===== src/rtl/alrc_pkg.sv =====
`default_nettype none

package alrc_pkg;

    // Field widths
    localparam int LATENCY_W = 16;
    localparam int TARGET_W  = 10;
    localparam int INTEG_W   = 13;
    localparam int OFFSET_W  = 16;
    localparam int GAP_W     = 18;
    localparam int MAG_W     = 17;
    localparam int K_W       = 7;
    localparam int STEP_W    = 14;

    // Configuration port
    localparam int CFG_INDEX_W = 2;
    localparam int CFG_DATA_W  = 10;

    localparam logic [CFG_INDEX_W-1:0] REG_TARGET   = 2'd0;
    localparam logic [CFG_INDEX_W-1:0] REG_RATE_OFF = 2'd1;

    localparam logic [TARGET_W-1:0] TARGET_RESET = 10'd60;

    // Control law constants; gap bands are in 1/16 ms
    localparam logic signed [INTEG_W-1:0] INTEG_LIMIT = 13'sd3600;
    localparam logic [MAG_W-1:0]          DEAD_BAND   = 17'd48;
    localparam logic [MAG_W-1:0]          NEAR_BAND   = 17'd16;
    // At and above this magnitude the step reaches its cap (k >= 80)
    localparam logic [MAG_W-1:0]          CAP_MAG     = 17'd207;
    localparam logic [STEP_W-1:0]         STEP_UNIT   = 14'd180;
    localparam logic [STEP_W-1:0]         STEP_CAP    = 14'd14400;

    typedef logic [LATENCY_W-1:0]        latency_t;
    typedef logic [TARGET_W-1:0]         target_t;
    typedef logic signed [INTEG_W-1:0]   integ_t;
    typedef logic signed [OFFSET_W-1:0]  offset_t;

    typedef struct packed {
        latency_t avg_latency;
        logic     recording;
        logic     normal_speed;
    } item_t;

    typedef struct packed {
        target_t target_latency_ms;
        logic    dynamic_rate_off;
    } cfg_t;

    typedef struct packed {
        integ_t  integ;
        offset_t offset;
    } ctl_state_t;

endpackage

`default_nettype wire


===== src/rtl/alrc_if.sv =====
`default_nettype none

// Tick request channel
interface alrc_in_if;
    logic               valid;
    logic               ready;
    alrc_pkg::latency_t avg_latency;
    logic               recording;
    logic               normal_speed;

    modport source (output valid, output avg_latency, output recording,
                    output normal_speed, input ready);
    modport sink (input valid, input avg_latency, input recording,
                  input normal_speed, output ready);
endinterface

// Result request channel
interface alrc_out_if;
    logic              valid;
    logic              ready;
    alrc_pkg::offset_t rate_offset;
    alrc_pkg::integ_t  under_count;

    modport source (output valid, output rate_offset, output under_count, input ready);
    modport sink (input valid, input rate_offset, input under_count, output ready);
endinterface

`default_nettype wire


===== src/rtl/alrc_step_calc.sv =====
`default_nettype none

// Next integrator and offset for one tick, given the current state.
module alrc_step_calc (
    input  wire alrc_pkg::cfg_t       cfg,
    input  wire alrc_pkg::item_t      item,
    input  wire alrc_pkg::ctl_state_t cur,
    output alrc_pkg::ctl_state_t      nxt
);

    logic signed [alrc_pkg::GAP_W-1:0] gap;
    logic signed [alrc_pkg::GAP_W-1:0] neg_gap;
    logic [alrc_pkg::MAG_W-1:0]        mag;
    logic [alrc_pkg::MAG_W-1:0]        excess;
    logic [alrc_pkg::K_W-1:0]          k;
    logic [alrc_pkg::STEP_W-1:0]       step;
    logic                              clear;
    logic                              gap_neg;
    logic                              gap_pos;
    alrc_pkg::integ_t                  integ_next;
    alrc_pkg::offset_t                 integ_wide;
    alrc_pkg::offset_t                 step_wide;

    always_comb
    begin
        clear = cfg.dynamic_rate_off || item.recording || !item.normal_speed
                || (item.avg_latency == '0);

        gap     = $signed({2'b00, item.avg_latency})
                  - $signed({4'b0000, cfg.target_latency_ms, 4'b0000});
        neg_gap = -gap;
        gap_neg = gap[alrc_pkg::GAP_W-1];
        gap_pos = !gap_neg && (gap != '0);
        mag     = gap_neg ? neg_gap[alrc_pkg::MAG_W-1:0] : gap[alrc_pkg::MAG_W-1:0];

        // k = ceil((mag - 48) / 2), only used below the cap where it fits 7 bits
        excess = mag - (alrc_pkg::DEAD_BAND - 17'd1);
        k      = excess[alrc_pkg::K_W:1];
        if (mag >= alrc_pkg::CAP_MAG)
        begin
            step = alrc_pkg::STEP_CAP;
        end
        else
        begin
            step = {{(alrc_pkg::STEP_W-alrc_pkg::K_W){1'b0}}, k} * alrc_pkg::STEP_UNIT;
        end

        integ_next = cur.integ;
        if (gap_neg && (cur.integ < alrc_pkg::INTEG_LIMIT))
        begin
            integ_next = cur.integ + 13'sd1;
        end
        else if (gap_pos && (cur.integ > -alrc_pkg::INTEG_LIMIT))
        begin
            integ_next = cur.integ - 13'sd1;
        end

        integ_wide = {{(alrc_pkg::OFFSET_W-alrc_pkg::INTEG_W){integ_next[alrc_pkg::INTEG_W-1]}},
                      integ_next};
        step_wide  = $signed({{(alrc_pkg::OFFSET_W-alrc_pkg::STEP_W){1'b0}}, step});

        nxt.integ  = integ_next;
        nxt.offset = cur.offset;
        if (clear)
        begin
            nxt.integ  = '0;
            nxt.offset = '0;
        end
        else if (mag > alrc_pkg::DEAD_BAND)
        begin
            nxt.offset = gap_pos ? (integ_wide - step_wide) : (integ_wide + step_wide);
        end
        else if (mag < alrc_pkg::NEAR_BAND)
        begin
            nxt.offset = integ_wide;
        end
    end

endmodule

`default_nettype wire


===== src/rtl/audio_latency_rate_controller.sv =====
// An accepted tick request moves from the input register into the output register once
// that register is free or being emptied, and the sink takes its result from there. Throughput:
// one tick per cycle while the sink keeps up; the only loop is the integrator/offset update.
// A full output register and a stalled sink back-pressure the input stage, one stage at a time.
// Reset (rst_n, asynchronous, active low) empties both stages, zeroes the integrator and offset,
// and sets the target latency to 60 ms with dynamic rate control enabled.
`default_nettype none

module audio_latency_rate_controller (
    input  wire                                  clk,
    input  wire                                  rst_n,
    input  wire                                  cfg_we,
    input  wire [alrc_pkg::CFG_INDEX_W-1:0]      cfg_index,
    input  wire [alrc_pkg::CFG_DATA_W-1:0]       cfg_data,
    alrc_in_if.sink                              in_ch,
    alrc_out_if.source                           out_ch
);

    // Configuration registers. They must only be written while the block is idle (the block
    // itself does not enforce this), so the compute stage may read them directly.
    alrc_pkg::target_t target_reg;
    logic              rate_off_reg;

    always_ff @(posedge clk or negedge rst_n)
    begin
        if (!rst_n)
        begin
            target_reg   <= alrc_pkg::TARGET_RESET;
            rate_off_reg <= 1'b0;
        end
        else if (cfg_we)
        begin
            unique case (cfg_index)
                alrc_pkg::REG_TARGET:
                begin
                    target_reg <= cfg_data[alrc_pkg::TARGET_W-1:0];
                end
                alrc_pkg::REG_RATE_OFF:
                begin
                    rate_off_reg <= cfg_data[0];
                end
                default:
                begin
                    // Indexes beyond the register list are ignored.
                end
            endcase
        end
    end

    // Output register: holds a finished result until the sink takes it.
    logic              out_valid_reg;
    alrc_pkg::offset_t out_offset_reg;
    alrc_pkg::integ_t  out_integ_reg;

    // Input register. It is refilled whenever its content moves on to the output
    // register in the same cycle, so one request per cycle is taken while the output side moves.
    logic              s1_valid_reg;
    alrc_pkg::item_t   s1_item_reg;
    logic              s1_adv;
    logic              in_fire;

    assign s1_adv      = s1_valid_reg && (!out_valid_reg || out_ch.ready);
    assign in_ch.ready = !s1_valid_reg || s1_adv;
    assign in_fire     = in_ch.valid && in_ch.ready;

    always_ff @(posedge clk or negedge rst_n)
    begin
        if (!rst_n)
        begin
            s1_valid_reg <= 1'b0;
        end
        else if (in_ch.ready)
        begin
            s1_valid_reg <= in_ch.valid;
        end
    end

    always_ff @(posedge clk)
    begin
        if (in_fire)
        begin
            s1_item_reg.avg_latency  <= in_ch.avg_latency;
            s1_item_reg.recording    <= in_ch.recording;
            s1_item_reg.normal_speed <= in_ch.normal_speed;
        end
    end

    // Controller state: the integrator and the current offset. It advances exactly when a
    // request leaves the input register, so consecutive requests see each other's updates.
    alrc_pkg::ctl_state_t state_reg;
    alrc_pkg::ctl_state_t state_next;
    alrc_pkg::cfg_t       cfg_cur;

    assign cfg_cur.target_latency_ms = target_reg;
    assign cfg_cur.dynamic_rate_off  = rate_off_reg;

    alrc_step_calc u_step_calc (
        .cfg  (cfg_cur),
        .item (s1_item_reg),
        .cur  (state_reg),
        .nxt  (state_next)
    );

    always_ff @(posedge clk or negedge rst_n)
    begin
        if (!rst_n)
        begin
            state_reg <= '0;
        end
        else if (s1_adv)
        begin
            state_reg <= state_next;
        end
    end

    always_ff @(posedge clk or negedge rst_n)
    begin
        if (!rst_n)
        begin
            out_valid_reg <= 1'b0;
        end
        else if (s1_adv)
        begin
            out_valid_reg <= 1'b1;
        end
        else if (out_ch.ready)
        begin
            out_valid_reg <= 1'b0;
        end
    end

    always_ff @(posedge clk)
    begin
        if (s1_adv)
        begin
            out_offset_reg <= state_next.offset;
            out_integ_reg  <= state_next.integ;
        end
    end

    assign out_ch.valid       = out_valid_reg;
    assign out_ch.rate_offset = out_offset_reg;
    assign out_ch.under_count = out_integ_reg;

endmodule

`default_nettype wire


===== src/flat_wrapper.sv =====
// flat-port wrapper written by rule: the top's interface ports become plain ports
module audio_latency_rate_controller_flat 
  (clk, rst_n, cfg_we, cfg_index, cfg_data, in_ch_valid, in_ch_avg_latency, in_ch_recording, in_ch_normal_speed, in_ch_ready, out_ch_valid, out_ch_rate_offset, out_ch_under_count, out_ch_ready);
  alrc_in_if in_ch_i ();
  alrc_out_if out_ch_i ();
  input  wire clk;
  input  wire rst_n;
  input  wire cfg_we;
  input  wire [alrc_pkg::CFG_INDEX_W-1:0] cfg_index;
  input  wire [alrc_pkg::CFG_DATA_W-1:0] cfg_data;
  input wire logic [$bits(in_ch_i.valid)-1:0] in_ch_valid;
  input wire logic [$bits(in_ch_i.avg_latency)-1:0] in_ch_avg_latency;
  input wire logic [$bits(in_ch_i.recording)-1:0] in_ch_recording;
  input wire logic [$bits(in_ch_i.normal_speed)-1:0] in_ch_normal_speed;
  output wire logic [$bits(in_ch_i.ready)-1:0] in_ch_ready;
  output wire logic [$bits(out_ch_i.valid)-1:0] out_ch_valid;
  output wire logic [$bits(out_ch_i.rate_offset)-1:0] out_ch_rate_offset;
  output wire logic [$bits(out_ch_i.under_count)-1:0] out_ch_under_count;
  input wire logic [$bits(out_ch_i.ready)-1:0] out_ch_ready;
  assign in_ch_i.valid = in_ch_valid;
  assign in_ch_i.avg_latency = in_ch_avg_latency;
  assign in_ch_i.recording = in_ch_recording;
  assign in_ch_i.normal_speed = in_ch_normal_speed;
  assign in_ch_ready = in_ch_i.ready;
  assign out_ch_valid = out_ch_i.valid;
  assign out_ch_rate_offset = out_ch_i.rate_offset;
  assign out_ch_under_count = out_ch_i.under_count;
  assign out_ch_i.ready = out_ch_ready;
  audio_latency_rate_controller u_core (.clk(clk), .rst_n(rst_n), .cfg_we(cfg_we), .cfg_index(cfg_index), .cfg_data(cfg_data), .in_ch(in_ch_i), .out_ch(out_ch_i));
endmodule

===== config.mk =====
export PLATFORM = sky130hd
export DESIGN_NAME = audio_latency_rate_controller_flat
export DESIGN_NICKNAME = d
export VERILOG_FILES = /design/src/rtl/alrc_pkg.sv /design/src/rtl/alrc_if.sv /design/src/rtl/alrc_step_calc.sv /design/src/rtl/audio_latency_rate_controller.sv /design/src/flat_wrapper.sv
export SDC_FILE = /design/constraint.sdc
export NUM_CORES = 1
export LEC_CHECK = 0
export BUFFER_PORTS_ARGS = -buffer_cell sky130_fd_sc_hd__buf_2
export CORE_MARGIN = 2
export CORE_UTILIZATION = 35
export DETAILED_ROUTE_END_ITERATION = 7
export SETUP_SLACK_MARGIN = 0.1
export SLEW_MARGIN = 40
export SYNTH_ARGS = -nofsm -noshare
export SYNTH_HDL_FRONTEND = slang
export SYNTH_HIERARCHICAL = 1
export SYNTH_SLANG_ARGS = --single-unit

===== constraint.sdc =====
create_clock -name clk -period 8.3 [get_ports clk]
set_input_delay 1.66 -clock clk [delete_from_list [all_inputs] [get_ports clk]]
set_output_delay 1.66 -clock clk [all_outputs]
set_load 0.005 [all_outputs]

## After elaboration in Yosys (flattened, before gate mapping)

Cells that the tools add are included.

| cells by class | value |
|---|---|
| $mul | 1 |
| $add $sub $neg | 7 |
| magnitude comparators | 5 |
| reductions and logical operators | 20 |
| equal/unequal tests | 1 |
| muxes and demuxes | 11 |

Operators with widths:

| kind | number |
|---|---|
| 16-bit two-way mux | 4 |
| 13-bit two-way mux | 3 |
| 18-bit nonzero test | 1 |
| 17-bit by 8-bit >= comparator with 1-bit output, second input constant | 1 |
| 17-bit by 6-bit greater-than comparator with 1-bit output, second input constant | 1 |
| 17-bit by 5-bit less-than comparator with 1-bit output, second input constant | 1 |
| 17-bit two-way mux | 1 |
| 17-bit negator | 1 |
| 16-bit by 14-bit subtractor with 17-bit output | 1 |
| 13-bit by 15-bit adder with 16-bit output | 1 |
| 16-bit logical NOT | 1 |
| 13-bit by 15-bit subtractor with 16-bit output | 1 |
| 14-bit two-way mux | 1 |
| 13-bit by 2-bit adder with 13-bit output, second input constant | 1 |
| 13-bit greater-than comparator, second input constant | 1 |
| 13-bit less-than comparator, second input constant | 1 |
| 13-bit by 2-bit subtractor with 13-bit output, second input constant | 1 |
| 7-bit by 6-bit multiplier with 12-bit output, second input constant | 1 |
| 8-bit by 6-bit subtractor with 8-bit output, second input constant | 1 |
| 1-bit logical AND | 5 |
| 1-bit logical OR | 5 |
| 1-bit logical NOT | 4 |
| 2-bit AND reduction | 2 |
| 2-bit by 1-bit == test with 1-bit output, second input constant | 1 |
| 3 further kinds | 4 |

| storage, ports and cells | value |
|---|---|
| flip-flop bits (word level) | 89 |
| output and inout bits | 31 |
| logic and storage cells | 56 |

## Logic depth before layout (Yosys ltp)

| depth | value |
|---|---|
| depth after elaboration | 10 |
| depth in mapped cells | 37 |
| depth with buffers taken out | 37 |

## Hierarchy

The synthesis kept the hierarchy.

Modules (own cells, without submodules):

| module | instances | cells each | area an instance (sq um) |
|---|---|---|---|
| alrc_step_calc | 1 | 589 | 3,996.3 |
| audio_latency_rate_controller | 1 | 142 | 3,126.7 |

## Worst setup path after synthesis

No wires, ideal clock.

| timing path | value |
|---|---|
| path kind | register to register |
| start point | reg u_core.target_reg[3] |
| end point | reg u_core/state_reg[15] in the netlist's numbering |
| period minus slack after synthesis | 7.636 ns |
| path buffers | 0 |
| cell stages (with the launch flop) | 33 |
| arrival | 7.511 ns |
| setup slack | 0.664 ns |
| cell sequence | dfstp_2 inv_1 ha_1 o21ai_1 a21oi_1 o31a_2 nor2_1 nor2_1 a21o_1 ha_1 xnor2_1 xnor2_1 ha_1 inv_1 fa_1 fa_1 inv_1 ha_1 xor2_1 or4b_4 or2_1 nor3b_2 nor2_1 mux2_2 a22oi_1 ha_1 or3_1 o21ai_0 a21oi_1 xnor2_1 xnor2_1 o221a_1 mux2_4 |

RTL lines:

| what | line | RTL |
|---|---|---|
| start, declared | audio_latency_rate_controller.sv:21 | `alrc_pkg::target_t target_reg;` |
| start signal, assigned | audio_latency_rate_controller.sv:28 | `target_reg <= alrc_pkg::TARGET_RESET;` |
| start signal, assigned | audio_latency_rate_controller.sv:36 | `target_reg <= cfg_data[alrc_pkg::TARGET_W-1:0];` |
| end signal, assigned | audio_latency_rate_controller.sv:112 | `state_reg <= state_next;` |
| end, declared | audio_latency_rate_controller.sv:90 | `alrc_pkg::ctl_state_t state_reg;` |

==> impl_metrics.ini <==
[sta]
setup-violations-final = 0
max_freq_ghz = 0.130
worst_pin_slew_ns = 0.876
fin_crit_ns = 7.72
final.setup_skew_ns = 0.00935
fin_crit_sh = 0.930
maxSlewHeadroom = 0.409
grt_setup_unrepaired = no
slew_violations = 0
final.setup.tns_ns = 0
final-hold-violation-count = 0
worst_slack_ns = 0.578

[grt]
grt_overflow = 0
grt_pass1_vias = 5505
grt_usage = 0.156
grt_pass1_wl_microns = 27300
grt_max_degree = 43
antenna_found_initial = 0

[clock_network]
cts-buffers-inserted = 9
cts_max_path_buffers = 2
clk_pin_slew_worst_paths_ns = 0.07
clock_insertion_delay_worst_skew_ns = 0.36
root_buffer = clkbuf_16
cts_tree = yes
clock_sinks = 89
htreeDepth = 3

[cells_and_area]
drive_gt1_frac = 0.208
fin_util = 0.403
layout_commonest_cell = nor2_1
largest_reg_flops = 29
antenna-diode-count = 0
area_growth_pct = 13.7
final_area_sq_um = 8100
final_cell_mix = nor2_1 (68), buf_2 (64), inv_1 (50)
nets = 887

[logic_synthesis]
synthFlopType = edfxtp_1
synth_top_area_frac = 0.198
synth_area_leaders = edfxtp_1 (20%), dfrtp_1 (13%), ha_1 (8.8%)
synthDistinctLibCells = 87
ys_warn_count = 6
ys_seq_area_frac = 0.346
synth.avg_cell_area_sq_um = 9.74
synthCells = 731
syn-num-nets = 825
synth_seq_cells = 89
synth_edf_count = 47
synthArstFlopShare = 0.472
yosys.area.top_type = edfxtp_1
syn-cell-area_sq_um = 7120

[setup_path]
critPathLaunchType = flop
slowest_delay_ns = 0.52
criticalPathCategory = reg2reg
cp_max_fo = 7
cp_common_cell = ha_1
reg2regPathDepth = 33
crit_required_ns = 8.55
end_kind = flop
critical-path-slowest-cell = dfstp_2
cp.arrival_ns = 7.97

[routing]
num_vias = 5576
wl_per_cell_microns = 15.2
ant_nets = 0
drtIter0Drc = 260
route.detailed.drc = 0
viasPerCell = 5.22
wirelength_microns = 16300
first_pass_iters = 5

[placed_design]
portBuffers = 65
gp_routability_congestion = 0.898
placed_area_sq_um = 7740
place_hpwl_microns = 12600
pre_cts_ws_ns = 0.462

[floorplanning]
pin_count = 66
design.core.area_sq_um = 20100
start_util = 0.354
rows = 52
dieArea_sq_um = 21500
die_w_microns = 147
die_height_microns = 147

[pwr]
vdd_ir_drop_max_mv = 0.298
power.total_mw = 3.63
power_leakage_nw = 3.49
p_per_area_nw_per_um2 = 448

[run_status]
status = completed

[min_path]
holdPathStages = 1
hp-class = reg2reg

[job]
drv_cap = 0
synthesized netlist by cell type (all sizes together) (6+ instances only):
cell,instances
and2,14
clkbuf,13
a211oi,10
mux2,41
fa,9
or3,6
nor4,10
ha,50
nor2b,8
dfrtp,38
nor2,70
nor3,24
buf,11
nand2,42
nand2b,11
o21ai,38
xor2,23
inv,51
a21oi,38
o21a,14
edfxtp,47
a21o,8
nand3,17
xnor2,30
and3,8
path summary, 6_finish.rpt:
| kind | to | slack, ns | startpoint |
|---|---|---|---|
| hold reg to reg | u_core/target_reg[8] | 0.51 | u_core/target_reg[8] |
| setup reg to reg | u_core/state_reg[15] | 0.58 | u_core/target_reg[3] |
| min in group asynchronous | u_core/state_reg[22] | 1.29 | rst_n |
| hold / removal | u_core/target_reg[8] | 0.51 | u_core/target_reg[8] |
| max in group asynchronous | u_core/target_reg[2] | 6.61 | rst_n |
| setup / recovery | u_core/state_reg[15] | 0.58 | u_core/target_reg[3] |
cells by family (layout without fill, tap and decap cells):
family                     Yosys count  count (layout)  synth area share
and+or+nand+nor                    236             236             0.175
AOI/OAI and AO/OA                  173             173             0.168
DFF                                 89              89             0.346
buffers and inverters               75             142            0.0453
adders and majority gates           59              59             0.113
xor gates and xnor gates            53              53            0.0652
muxes                               46              46            0.0871
routing by layer:
| metal | GRT usage | vias to the layer above | wire [microns] |
|---|---|---|---|
| li1 | - | 2799 | - |
| met1 | 0.205 | 2649 | 7480 |
| met2 | 0.264 | 109 | 7950 |
| met3 | 0.0291 | 19 | 594 |
| met4 | 0.0461 | 0 | 225 |
| met5 | 0 | - | 0 |
area by class of cell:
class                           count  area, sq um
Clock inverter                      6         97.6
Tap cell                          270          338
Clock buffer                       10          229
Fill cell                        1974        12000
Sequential cell                    89         2470
Inverter                           51          191
Multi-Input combinational cell    567         4380
Timing Repair Buffer               75          403
worst max-delay path: cells and delay by family, from the launching register on:
| family | cells | cell delay (ns) |
|---|---|---|
| muxes | 2 | 0.52 |
| and+or+nand+nor | 8 | 1.73 |
| DFF | 1 | 0.52 |
| buffers and inverters | 3 | 0.16 |
| xor gates and xnor gates | 3 | 0.51 |
| adders and majority gates | 7 | 2.45 |
| AOI/OAI and AO/OA | 10 | 1.72 |
per-stage QoR:
step / hold slack [ns] / cells
floorplan: 0.475 / 731
global placement: 0.484 / 1050
detailed placement: 0.496 / 1051
CTS: 0.512 / 1067
global route: 0.524 / 1068
finish: 0.505 / 1068
timing repair:
action,4_1_cts,5_1_grt
hold buffers,0,0
endpoints found under the hold margin,0,0
resized for setup,0,6
setup endpoints to repair,0,2
setup buffers,0,1
power by group:
group          switching, mW  internal (mW)
logic                   1.46           1.11
registers             0.0558          0.557
clock network          0.181          0.269
total                   1.69           1.94
Power figures use the tool's default switching activity.
